### src/rtl/crtc_pkg.sv
`timescale 1ns / 1ps
`default_nettype none

package crtc_pkg;

   localparam int unsigned NUM_REGISTERS = 18;
   localparam int unsigned IDX_W = 5;

   localparam logic [IDX_W-1:0] REG_HTOTAL      = 5'd0;
   localparam logic [IDX_W-1:0] REG_HDISP       = 5'd1;
   localparam logic [IDX_W-1:0] REG_HSYNC_POS   = 5'd2;
   localparam logic [IDX_W-1:0] REG_HSYNC_WIDTH = 5'd3;
   localparam logic [IDX_W-1:0] REG_VTOTAL      = 5'd4;
   localparam logic [IDX_W-1:0] REG_VDISP       = 5'd6;
   localparam logic [IDX_W-1:0] REG_MAX_SCAN    = 5'd9;
   localparam logic [IDX_W-1:0] REG_START_HI    = 5'd12;
   localparam logic [IDX_W-1:0] REG_START_LO    = 5'd13;
   localparam logic [IDX_W-1:0] REG_CURSOR_HI   = 5'd14;
   localparam logic [IDX_W-1:0] REG_CURSOR_LO   = 5'd15;

   localparam logic [7:0] STATUS_TOGGLE = 8'h09;
   localparam logic [7:0] VIDEO_ENABLE  = 8'h09;

   typedef enum logic [2:0] {
      OP_WR_INDEX = 3'd0,
      OP_WR_DATA  = 3'd1,
      OP_RD_DATA  = 3'd2,
      OP_WR_CTRL  = 3'd3,
      OP_RD_CTRL  = 3'd4,
      OP_RD_STAT  = 3'd5,
      OP_TICK     = 3'd6
   } op_type;

   typedef struct packed {
      logic [2:0] op;
      logic [7:0] write_value;
   } req_type;

   typedef struct packed {
      logic [7:0]  read_value;
      logic [15:0] cursor_address;
      logic [15:0] start_address;
      logic        primed_flag;
   } rsp_type;

endpackage

`default_nettype wire

### src/rtl/crtc_if.sv
`timescale 1ns / 1ps
`default_nettype none

interface crtc_req_if;
   logic             valid;
   logic             ready;
   crtc_pkg::req_type data;
   modport source (output valid, output data, input ready);
   modport sink   (input valid, input data, output ready);
endinterface

interface crtc_rsp_if;
   logic             valid;
   logic             ready;
   crtc_pkg::rsp_type data;
   modport source (output valid, output data, input ready);
   modport sink   (input valid, input data, output ready);
endinterface

interface crtc_csr_if;
   logic valid;
   logic ready;
   logic mono_mode;
   modport source (output valid, output mono_mode, input ready);
   modport sink   (input valid, input mono_mode, output ready);
endinterface

`default_nettype wire

### src/rtl/crtc_core.sv
`timescale 1ns / 1ps
`default_nettype none

module crtc_core (
   input  wire logic              clock,
   input  wire logic              reset,
   input  wire logic              step,
   input  wire crtc_pkg::req_type req,
   input  wire logic              csr_write,
   input  wire logic              csr_mono,
   output crtc_pkg::rsp_type      rsp
);

   logic [7:0] regs_ff [crtc_pkg::NUM_REGISTERS];
   logic [7:0] regs_in [crtc_pkg::NUM_REGISTERS];
   logic [crtc_pkg::IDX_W-1:0] index_ff, index_in;
   logic [7:0] mode_ff, mode_in;
   logic       primed_ff, primed_in;
   logic       mono_ff;
   logic [7:0] char_ff, char_in;
   logic [7:0] scan_ff, scan_in;
   logic [7:0] row_ff, row_in;
   logic [7:0] status_ff, status_in;

   logic [7:0] r_htot, r_hdisp, r_hs_pos, r_hs_wid, r_vtot, r_vdisp, r_maxscan;
   logic [7:0] adv_char, adv_scan, adv_row, char_inc, scan_inc, row_inc;
   logic       wrap_c, wrap_s, wrap_r;
   logic       in_win, hs, vid;
   logic [8:0] hs_end;
   logic [7:0] stat_val, rd, idx_val;
   logic       idx_ok;

   assign r_htot    = regs_ff[crtc_pkg::REG_HTOTAL];
   assign r_hdisp   = regs_ff[crtc_pkg::REG_HDISP];
   assign r_hs_pos  = regs_ff[crtc_pkg::REG_HSYNC_POS];
   assign r_hs_wid  = regs_ff[crtc_pkg::REG_HSYNC_WIDTH];
   assign r_vtot    = regs_ff[crtc_pkg::REG_VTOTAL];
   assign r_vdisp   = regs_ff[crtc_pkg::REG_VDISP];
   assign r_maxscan = regs_ff[crtc_pkg::REG_MAX_SCAN];

   assign idx_ok  = (index_ff < crtc_pkg::IDX_W'(crtc_pkg::NUM_REGISTERS));
   assign idx_val = idx_ok ? regs_ff[index_ff] : 8'd0;

   // one character clock
   always_comb begin
      char_inc = char_ff + 8'd1;
      scan_inc = scan_ff + 8'd1;
      row_inc  = row_ff + 8'd1;
      wrap_c   = (r_htot != 8'd0) && (char_inc > r_htot);
      wrap_s   = (r_maxscan != 8'd0) && (scan_inc > r_maxscan);
      wrap_r   = (r_vtot != 8'd0) && (row_inc > r_vtot);
      adv_char = char_inc;
      adv_scan = scan_ff;
      adv_row  = row_ff;
      if (wrap_c) begin
         adv_char = 8'd0;
         adv_scan = scan_inc;
         if (wrap_s) begin
            adv_scan = 8'd0;
            adv_row  = wrap_r ? 8'd0 : row_inc;
         end
      end
   end

   // status bits from the advanced position
   always_comb begin
      in_win = (adv_char < r_hdisp) && (adv_row < r_vdisp);
      hs_end = {1'b0, r_hs_pos} + {1'b0, r_hs_wid};
      hs     = 1'b0;
      vid    = 1'b0;
      if (mono_ff) begin
         if (r_hs_pos != 8'd0) begin
            hs = (adv_char >= r_hs_pos) && ({1'b0, adv_char} < hs_end);
         end else begin
            hs = (adv_char[1:0] < 2'd2);
         end
         vid = ((mode_ff & crtc_pkg::VIDEO_ENABLE) == crtc_pkg::VIDEO_ENABLE) && in_win;
      end else begin
         hs = !in_win;
         if (r_vdisp != 8'd0) begin
            vid = (adv_row >= r_vdisp);
         end else begin
            vid = (adv_char[2:0] < 3'd5);
         end
      end
      if (r_htot == 8'd0) begin
         stat_val = status_ff ^ crtc_pkg::STATUS_TOGGLE;
      end else begin
         stat_val = {4'd0, vid, 2'd0, hs};
      end
   end

   always_comb begin
      regs_in   = regs_ff;
      index_in  = index_ff;
      mode_in   = mode_ff;
      primed_in = primed_ff;
      char_in   = char_ff;
      scan_in   = scan_ff;
      row_in    = row_ff;
      status_in = status_ff;
      rd        = 8'd0;
      unique case (req.op)
         crtc_pkg::OP_WR_INDEX: begin
            index_in = req.write_value[crtc_pkg::IDX_W-1:0];
         end
         crtc_pkg::OP_WR_DATA: begin
            if (idx_ok) begin
               regs_in[index_ff] = req.write_value;
            end
         end
         crtc_pkg::OP_RD_DATA: begin
            rd = idx_val;
         end
         crtc_pkg::OP_WR_CTRL: begin
            mode_in = req.write_value;
            if (mono_ff && req.write_value[0]) begin
               primed_in = 1'b1;
            end
         end
         crtc_pkg::OP_RD_CTRL: begin
            rd = mode_ff;
         end
         crtc_pkg::OP_RD_STAT: begin
            char_in   = adv_char;
            scan_in   = adv_scan;
            row_in    = adv_row;
            status_in = stat_val;
            rd        = stat_val;
         end
         crtc_pkg::OP_TICK: begin
            char_in = adv_char;
            scan_in = adv_scan;
            row_in  = adv_row;
         end
         default: begin
         end
      endcase
   end

   always_comb begin
      rsp.read_value     = rd;
      rsp.cursor_address = {regs_in[crtc_pkg::REG_CURSOR_HI], regs_in[crtc_pkg::REG_CURSOR_LO]};
      rsp.start_address  = {regs_in[crtc_pkg::REG_START_HI], regs_in[crtc_pkg::REG_START_LO]};
      rsp.primed_flag    = primed_in;
   end

   always_ff @(posedge clock) begin
      if (reset) begin
         for (int i = 0; i < crtc_pkg::NUM_REGISTERS; i++) begin
            regs_ff[i] <= 8'd0;
         end
         index_ff  <= '0;
         mode_ff   <= 8'd0;
         primed_ff <= 1'b0;
         mono_ff   <= 1'b0;
         char_ff   <= 8'd0;
         scan_ff   <= 8'd0;
         row_ff    <= 8'd0;
         status_ff <= 8'd0;
      end else begin
         if (csr_write) begin
            mono_ff <= csr_mono;
         end
         if (step) begin
            regs_ff   <= regs_in;
            index_ff  <= index_in;
            mode_ff   <= mode_in;
            primed_ff <= primed_in;
            char_ff   <= char_in;
            scan_ff   <= scan_in;
            row_ff    <= row_in;
            status_ff <= status_in;
         end
      end
   end

`ifndef SYNTHESIS
   a_primed_sticky: assert property (@(posedge clock) disable iff (reset)
      primed_ff |=> primed_ff) else $error("primed flag cleared");
   a_state_holds: assert property (@(posedge clock) disable iff (reset)
      !step |=> $stable(char_ff) && $stable(index_ff) && $stable(status_ff))
      else $error("state moved without an item");
   a_status_bits: assert property (@(posedge clock) disable iff (reset)
      (step && req.op == crtc_pkg::OP_RD_STAT && r_htot != 8'd0)
      |=> (status_ff[7:4] == 4'd0 && status_ff[2:1] == 2'd0))
      else $error("status byte has stray bits");
`endif

endmodule

`default_nettype wire

### src/rtl/crtc_out_buf.sv
`timescale 1ns / 1ps
`default_nettype none

module crtc_out_buf (
   input  wire logic              clock,
   input  wire logic              reset,
   input  wire logic              push,
   input  wire crtc_pkg::rsp_type push_data,
   output logic                   in_ready,
   output logic                   out_valid,
   output crtc_pkg::rsp_type      out_data,
   input  wire logic              out_ready
);

   logic              main_valid_ff, main_valid_in;
   logic              skid_valid_ff, skid_valid_in;
   crtc_pkg::rsp_type main_data_ff, main_data_in;
   crtc_pkg::rsp_type skid_data_ff, skid_data_in;
   logic              pop;

   assign in_ready  = !skid_valid_ff;
   assign out_valid = main_valid_ff;
   assign out_data  = main_data_ff;
   assign pop       = main_valid_ff && out_ready;

   always_comb begin
      main_valid_in = main_valid_ff;
      skid_valid_in = skid_valid_ff;
      main_data_in  = main_data_ff;
      skid_data_in  = skid_data_ff;
      if (pop) begin
         if (skid_valid_ff) begin
            main_data_in  = skid_data_ff;
            skid_valid_in = push;
            skid_data_in  = push_data;
         end else begin
            main_valid_in = push;
            main_data_in  = push_data;
         end
      end else if (push) begin
         if (main_valid_ff) begin
            skid_valid_in = 1'b1;
            skid_data_in  = push_data;
         end else begin
            main_valid_in = 1'b1;
            main_data_in  = push_data;
         end
      end
   end

   always_ff @(posedge clock) begin
      if (reset) begin
         main_valid_ff <= 1'b0;
         skid_valid_ff <= 1'b0;
      end else begin
         main_valid_ff <= main_valid_in;
         skid_valid_ff <= skid_valid_in;
      end
      main_data_ff <= main_data_in;
      skid_data_ff <= skid_data_in;
   end

`ifndef SYNTHESIS
   a_skid_order: assert property (@(posedge clock) disable iff (reset)
      skid_valid_ff |-> main_valid_ff) else $error("skid full with empty head");
   a_head_held: assert property (@(posedge clock) disable iff (reset)
      main_valid_ff && !out_ready |=> main_valid_ff && $stable(main_data_ff))
      else $error("waiting item lost");
   a_skid_fill: assert property (@(posedge clock) disable iff (reset)
      push && main_valid_ff && !out_ready |=> skid_valid_ff)
      else $error("item dropped while head waits");
`endif

endmodule

`default_nettype wire

### src/rtl/crt_controller_status_timing.sv
`timescale 1ns / 1ps
`default_nettype none

// CRT controller with status port. Each request item is one bus access (index, data
// or control read/write, status read) or one character-clock tick, and yields exactly
// one response item carrying the read byte plus the current cursor and start addresses
// and the primed flag, all as they stand after the access. Throughput is one item per
// clock while rsp ready is high; each response is registered in the output
// buffer before rsp valid. A two-entry response buffer keeps req ready high while one
// response waits, so req ready only drops once two responses are pending. csr ready
// is always high; write mono_mode only while no items are in flight.
module crt_controller_status_timing (
   input wire logic   clock,
   input wire logic   reset,
   crtc_req_if.sink   req_chan,
   crtc_rsp_if.source rsp_chan,
   crtc_csr_if.sink   csr_chan
);

   logic              step;
   crtc_pkg::rsp_type core_rsp;

   assign step           = req_chan.valid && req_chan.ready;
   assign csr_chan.ready = 1'b1;

   crtc_core u_core (
      .clock     (clock),
      .reset     (reset),
      .step      (step),
      .req       (req_chan.data),
      .csr_write (csr_chan.valid),
      .csr_mono  (csr_chan.mono_mode),
      .rsp       (core_rsp)
   );

   crtc_out_buf u_out_buf (
      .clock     (clock),
      .reset     (reset),
      .push      (step),
      .push_data (core_rsp),
      .in_ready  (req_chan.ready),
      .out_valid (rsp_chan.valid),
      .out_data  (rsp_chan.data),
      .out_ready (rsp_chan.ready)
   );

endmodule

`default_nettype wire
### src/flat_wrapper.sv
// flat-port wrapper written by rule: the top's interface ports become plain ports
module crt_controller_status_timing_flat 
  (clock, reset, req_chan_valid, req_chan_data, req_chan_ready, rsp_chan_valid, rsp_chan_data, rsp_chan_ready, csr_chan_valid, csr_chan_mono_mode, csr_chan_ready);
  crtc_req_if req_chan_i ();
  crtc_rsp_if rsp_chan_i ();
  crtc_csr_if csr_chan_i ();
  input wire logic clock;
  input wire logic reset;
  input wire logic [$bits(req_chan_i.valid)-1:0] req_chan_valid;
  input wire logic [$bits(req_chan_i.data)-1:0] req_chan_data;
  output wire logic [$bits(req_chan_i.ready)-1:0] req_chan_ready;
  output wire logic [$bits(rsp_chan_i.valid)-1:0] rsp_chan_valid;
  output wire logic [$bits(rsp_chan_i.data)-1:0] rsp_chan_data;
  input wire logic [$bits(rsp_chan_i.ready)-1:0] rsp_chan_ready;
  input wire logic [$bits(csr_chan_i.valid)-1:0] csr_chan_valid;
  input wire logic [$bits(csr_chan_i.mono_mode)-1:0] csr_chan_mono_mode;
  output wire logic [$bits(csr_chan_i.ready)-1:0] csr_chan_ready;
  assign req_chan_i.valid = req_chan_valid;
  assign req_chan_i.data = req_chan_data;
  assign req_chan_ready = req_chan_i.ready;
  assign rsp_chan_valid = rsp_chan_i.valid;
  assign rsp_chan_data = rsp_chan_i.data;
  assign rsp_chan_i.ready = rsp_chan_ready;
  assign csr_chan_i.valid = csr_chan_valid;
  assign csr_chan_i.mono_mode = csr_chan_mono_mode;
  assign csr_chan_ready = csr_chan_i.ready;
  crt_controller_status_timing u_core (.clock(clock), .reset(reset), .req_chan(req_chan_i), .rsp_chan(rsp_chan_i), .csr_chan(csr_chan_i));
endmodule
### config.mk
export PLATFORM = sky130hd
export DESIGN_NAME = crt_controller_status_timing_flat
export DESIGN_NICKNAME = d
export VERILOG_FILES = /design/src/rtl/crtc_pkg.sv /design/src/rtl/crtc_if.sv /design/src/rtl/crtc_core.sv /design/src/rtl/crtc_out_buf.sv /design/src/rtl/crt_controller_status_timing.sv /design/src/flat_wrapper.sv
export SDC_FILE = /design/constraint.sdc
export NUM_CORES = 1
export LEC_CHECK = 0
export BUFFER_PORTS_ARGS = -buffer_cell sky130_fd_sc_hd__buf_2
export CAP_MARGIN = 20
export CORE_MARGIN = 4
export CORE_UTILIZATION = 50
export DETAILED_ROUTE_END_ITERATION = 6
export PLACE_DENSITY = 0.69
export SLEW_MARGIN = 20
export SYNTH_ARGS = -nofsm -noshare
export SYNTH_HDL_FRONTEND = slang
export SYNTH_HIERARCHICAL = 1
export SYNTH_SLANG_ARGS = --single-unit
### constraint.sdc
create_clock -name clock -period 4.1 [get_ports clock]
set_clock_uncertainty 0.15 [all_clocks]
set_input_delay 0.615 -clock clock [delete_from_list [all_inputs] [get_ports clock]]
set_output_delay 0.615 -clock clock [all_outputs]
set_load 0.005 [all_outputs]
==> results.json <==
{
  "status": "finished, violations left",
  "failed_checks": "setup timing",
  "syn_inst": 1371,
  "place.port_buffers": 59,
  "relSlewSlack_pct": 34.5,
  "synthTopCellsByArea": "dfxtp_1 27%, edfxtp_1 17%, mux2i_1 7.4%",
  "cts_tree": "built",
  "required_ns": 4.25,
  "finalCriticalPeriod_ns": 4.65,
  "path_max_fanout": 8,
  "maxCapViolations": 0,
  "area_growth_syn_to_layout_pct": 19.6,
  "initial_core_util_pct": 50.7,
  "die-area_um2": 31000,
  "antenna_found_initial": 1,
  "wire_per_inst_um": 19.2,
  "ir_drop_mv": 0.311,
  "fill_cells": 2275,
  "worstReg2RegEnd": "u_core/u_out_buf/out_data[33]$_DFFE_PP_",
  "clk_path_buf_depth": 3,
  "cpLargestDelayFamily": "compound AO/OA/AOI/OAI gates",
  "crit_path_start_kind": "flop",
  "end_kind": "flop",
  "yosys.area.top_type": "dfxtp_1",
  "placementRows": 61,
  "clk_transition_reported_paths_ns": 0.07,
  "synth-seq-cells": 275,
  "place_area_um2": 15400,
  "slowest_delay_ns": 0.38,
  "power.density_nw_per_um2": 363,
  "multiInputGateArea_um2": 7570,
  "min_to": "u_core/u_core/mono_ff$_SDFFE_PP0P_",
  "ys.warnings.count": 6,
  "p_leak_uw": 0.00723,
  "die_w_um": 176,
  "drt_iter0_drc": 1040,
  "path_buf_inv": 4,
  "clock_latency_ns": 0.55,
  "wl_mm": 36.6,
  "synth_common_cells": "193 x dfxtp_1, 187 x nor2_1, 104 x mux2i_1, 100 x nand2_1, 88 x a21oi_1",
  "final_antenna_net_count": 0,
  "clock-sinks": 275,
  "cts-buffers-inserted": 29,
  "critical_path_arrival_ns": 4.80,
  "gp_congestion": 0.860,
  "hold_buffers": 0,
  "rr_worst_depth": 22,
  "path_cells": "and3_4, nand3_4, buf_6, xor2_2, inv_2, ha_4, nand4_1, nor2b_4, a21o_1, a21oi_4, buf_4, buf_6, nor2_1, ha_1, a211oi_1, o21ai_1, a221oi_2, o21ai_2, o21a_1, a41oi_2, o21ai_2, mux2_2",
  "cp.depth": 22,
  "die_h_um": 176,
  "critPathLaunch": "u_core/u_core/char_ff[1]$_SDFFE_PP0P_",
  "drt_pass1_iterations": 5,
  "grtUsageTotal_pct": 22.7,
  "drc": 0,
  "yosys_most_used_dff": "dfxtp_1",
  "hold_viol_final": 0,
  "core_um2": 27900,
  "clock-root-buffer": "clkbuf_16",
  "htree_levels": 1,
  "setup_viol": 6,
  "avgSynthCellArea_um2": 10.3,
  "yosysMostFrequentCell": "dfxtp_1",
  "netlist_area_um2": 14100,
  "grt_pass1_wl_mm": 57.4,
  "synth_top_area_share_pct": 27.3,
  "grt_overflow": 0,
  "slew_violations": 0,
  "worst_pin_slew_ns": 0.983,
  "holdPathStages": 3,
  "finalWorstSetupSlack_ns": -0.549,
  "timing.rr.start": "u_core/u_core/char_ff[1]$_SDFFE_PP0P_",
  "hold_class": "input port to flop",
  "final_nets": 1586,
  "timing.final.crit_share_pct": 113,
  "design_area_um2": 16900,
  "drive_gt1_share_pct": 28.0,
  "worstHoldStart": "csr_chan_mono_mode",
  "ys_types": 77,
  "synth_edf_count": 82,
  "path_class": "flop to flop",
  "yosysSeqAreaShare_pct": 44.8,
  "r2r_setup_slack_ns": -0.55,
  "diodes": 0,
  "grt_pass1_vias": 10600,
  "synth_nets": 1454,
  "max_freq_mhz": 215,
  "grt_start_max_net_pins": 111,
  "regArea_um2": 6350,
  "place_hpwl_mm": 24.8,
  "rsz0062_at_grt": "yes",
  "synth-async-reset-ratio_pct": 0,
  "p_total_uw": 6140,
  "vias": 10900,
  "crit_slowest_cell": "dfxtp_2",
  "ios": 61,
  "vias_per_cell": 5.72
}
[cell families after synthesis]
kind of cell             synth area share [%]
AND/OR/NAND/NOR                          15.0
flip-flops                               44.8
multiplexers                             20.4
AO/OA/AOI/OAI                            8.08
buffers and inverters                    4.36
adder cells (fa/ha/maj)                  5.90
XOR/XNOR                                 1.49
other                                  0.0265
[where the power goes]
part	internal, uW	switching (uW)	leakage (uW)
sequential	2880	35.3	0.00237
combinational	167	275	0.00436
clock	1620	1160	0.000499
total	4660	1470	0.00723
[flip-flops by register name, indices dropped and copies added (netlist names)]
signal	flops
u_core/u_out_buf/skid_valid_ff	1
u_core/u_core/regs_ff	88
u_core/u_out_buf/out_valid	1
u_core/u_core/r_maxscan	8
u_core/u_core/mono_ff	1
u_core/u_core/mode_ff	8
u_core/u_core/scan_ff	8
u_core/u_out_buf/skid_data_ff	41
u_core/u_core/status_ff	8
u_core/u_core/r_vdisp	8
u_core/u_core/r_hs_pos	8
u_core/u_core/r_vtot	8
u_core/u_core/r_hs_wid	8
u_core/u_core/row_ff	8
u_core/u_core/r_hdisp	8
u_core/u_core/char_ff	8
u_core/u_core/index_ff	5
u_core/u_core/r_htot	8
u_core/u_core/primed_ff	1
u_core/u_out_buf/out_data	41
[worst max-delay path by stage]
stage	endpoint	slack (ns)
finish	u_core/u_out_buf/out_data[33]$_DFFE_PP_	-0.55
global route	u_core/u_out_buf/out_data[33]$_DFFE_PP_	-0.75
CTS	u_core/u_out_buf/out_data[33]$_DFFE_PP_	-0.40
detailed placement	u_core/u_out_buf/out_data[33]$_DFFE_PP_	-0.53
global placement	u_core/u_out_buf/out_data[33]$_DFFE_PP_	-0.40
floorplan	u_core/u_out_buf/out_data[33]$_DFFE_PP_	-0.20
[cell type report]
cell class,count,share of cell area [%]
flip-flops and latches,275,37.5
well taps,378,2.80
clock inverters,23,1.62
inverters,61,1.35
clock buffers,31,4.46
repair buffers,183,7.45
multi-input cells,953,44.8
[layer usage]
metal  up-vias  routed length [um]  GRT usage (%)
met4         2                 930           6.04
li1       5184                   -              -
met3        61                2210           3.25
met2       329               17100           36.4
met1      5322               16300           32.6
met5         -                  11              0
[worst register-to-register path: cells and delay by family (launching register included)]
family	cells	cell delay, ns
multiplexers	1	0.28
flip-flops	1	0.38
adder cells (fa/ha/maj)	2	0.55
buffers and inverters	4	0.49
AO/OA/AOI/OAI	9	1.75
AND/OR/NAND/NOR	5	0.64
XOR/XNOR	1	0.15
[stage by stage]
stage / hold slack [ns] / TNS, ns / util (%) / std cells / worst slack (ns)
2_1_floorplan: 0.279 / -0.249 / - / 1371 / -0.203
3_3_place_gp: 0.286 / -1.31 / 55.3 / 1832 / -0.400
3_5_place_dp: 0.292 / -2.05 / 55.3 / 1832 / -0.534
4_1_cts: 0.152 / -1.20 / 60.0 / 1894 / -0.404
5_1_grt: 0.166 / -3.26 / 60.7 / 1904 / -0.745
6_report: 0.165 / -2.06 / 60.7 / 1904 / -0.549
[timing repair]
action,4_1_cts,5_1_grt
setup buffers,9,10
cloned,0,0
resized for setup,49,19
setup endpoints to repair,6,6
pin swaps,14,16
[placed cells by master (no fill, tap or decap), types with 5 or more instances in the layout]
cell type	instances
nand3b_1	7
dfxtp_2	7
and3_1	12
xor2_1	8
o21ai_1	11
o211ai_1	6
xnor2_1	9
nor2_1	179
buf_2	58
mux4_2	39
nor2_2	5
clkbuf_16	29
and2_1	8
nor2b_1	9
buf_4	117
nand3_1	45
inv_6	8
or3_1	5
nor3_1	24
buf_6	8
edfxtp_1	82
nand4_1	11
nand2_1	99
a22o_1	5
ha_1	57
inv_1	56
clkinv_1	5
mux2_2	75
nor4_1	7
a22oi_1	10
o21ai_0	13
ha_4	8
a21oi_1	86
dfxtp_1	183
nand2b_1	6
or4_1	8
mux2i_1	104
(Power assumes the default switching activity.)
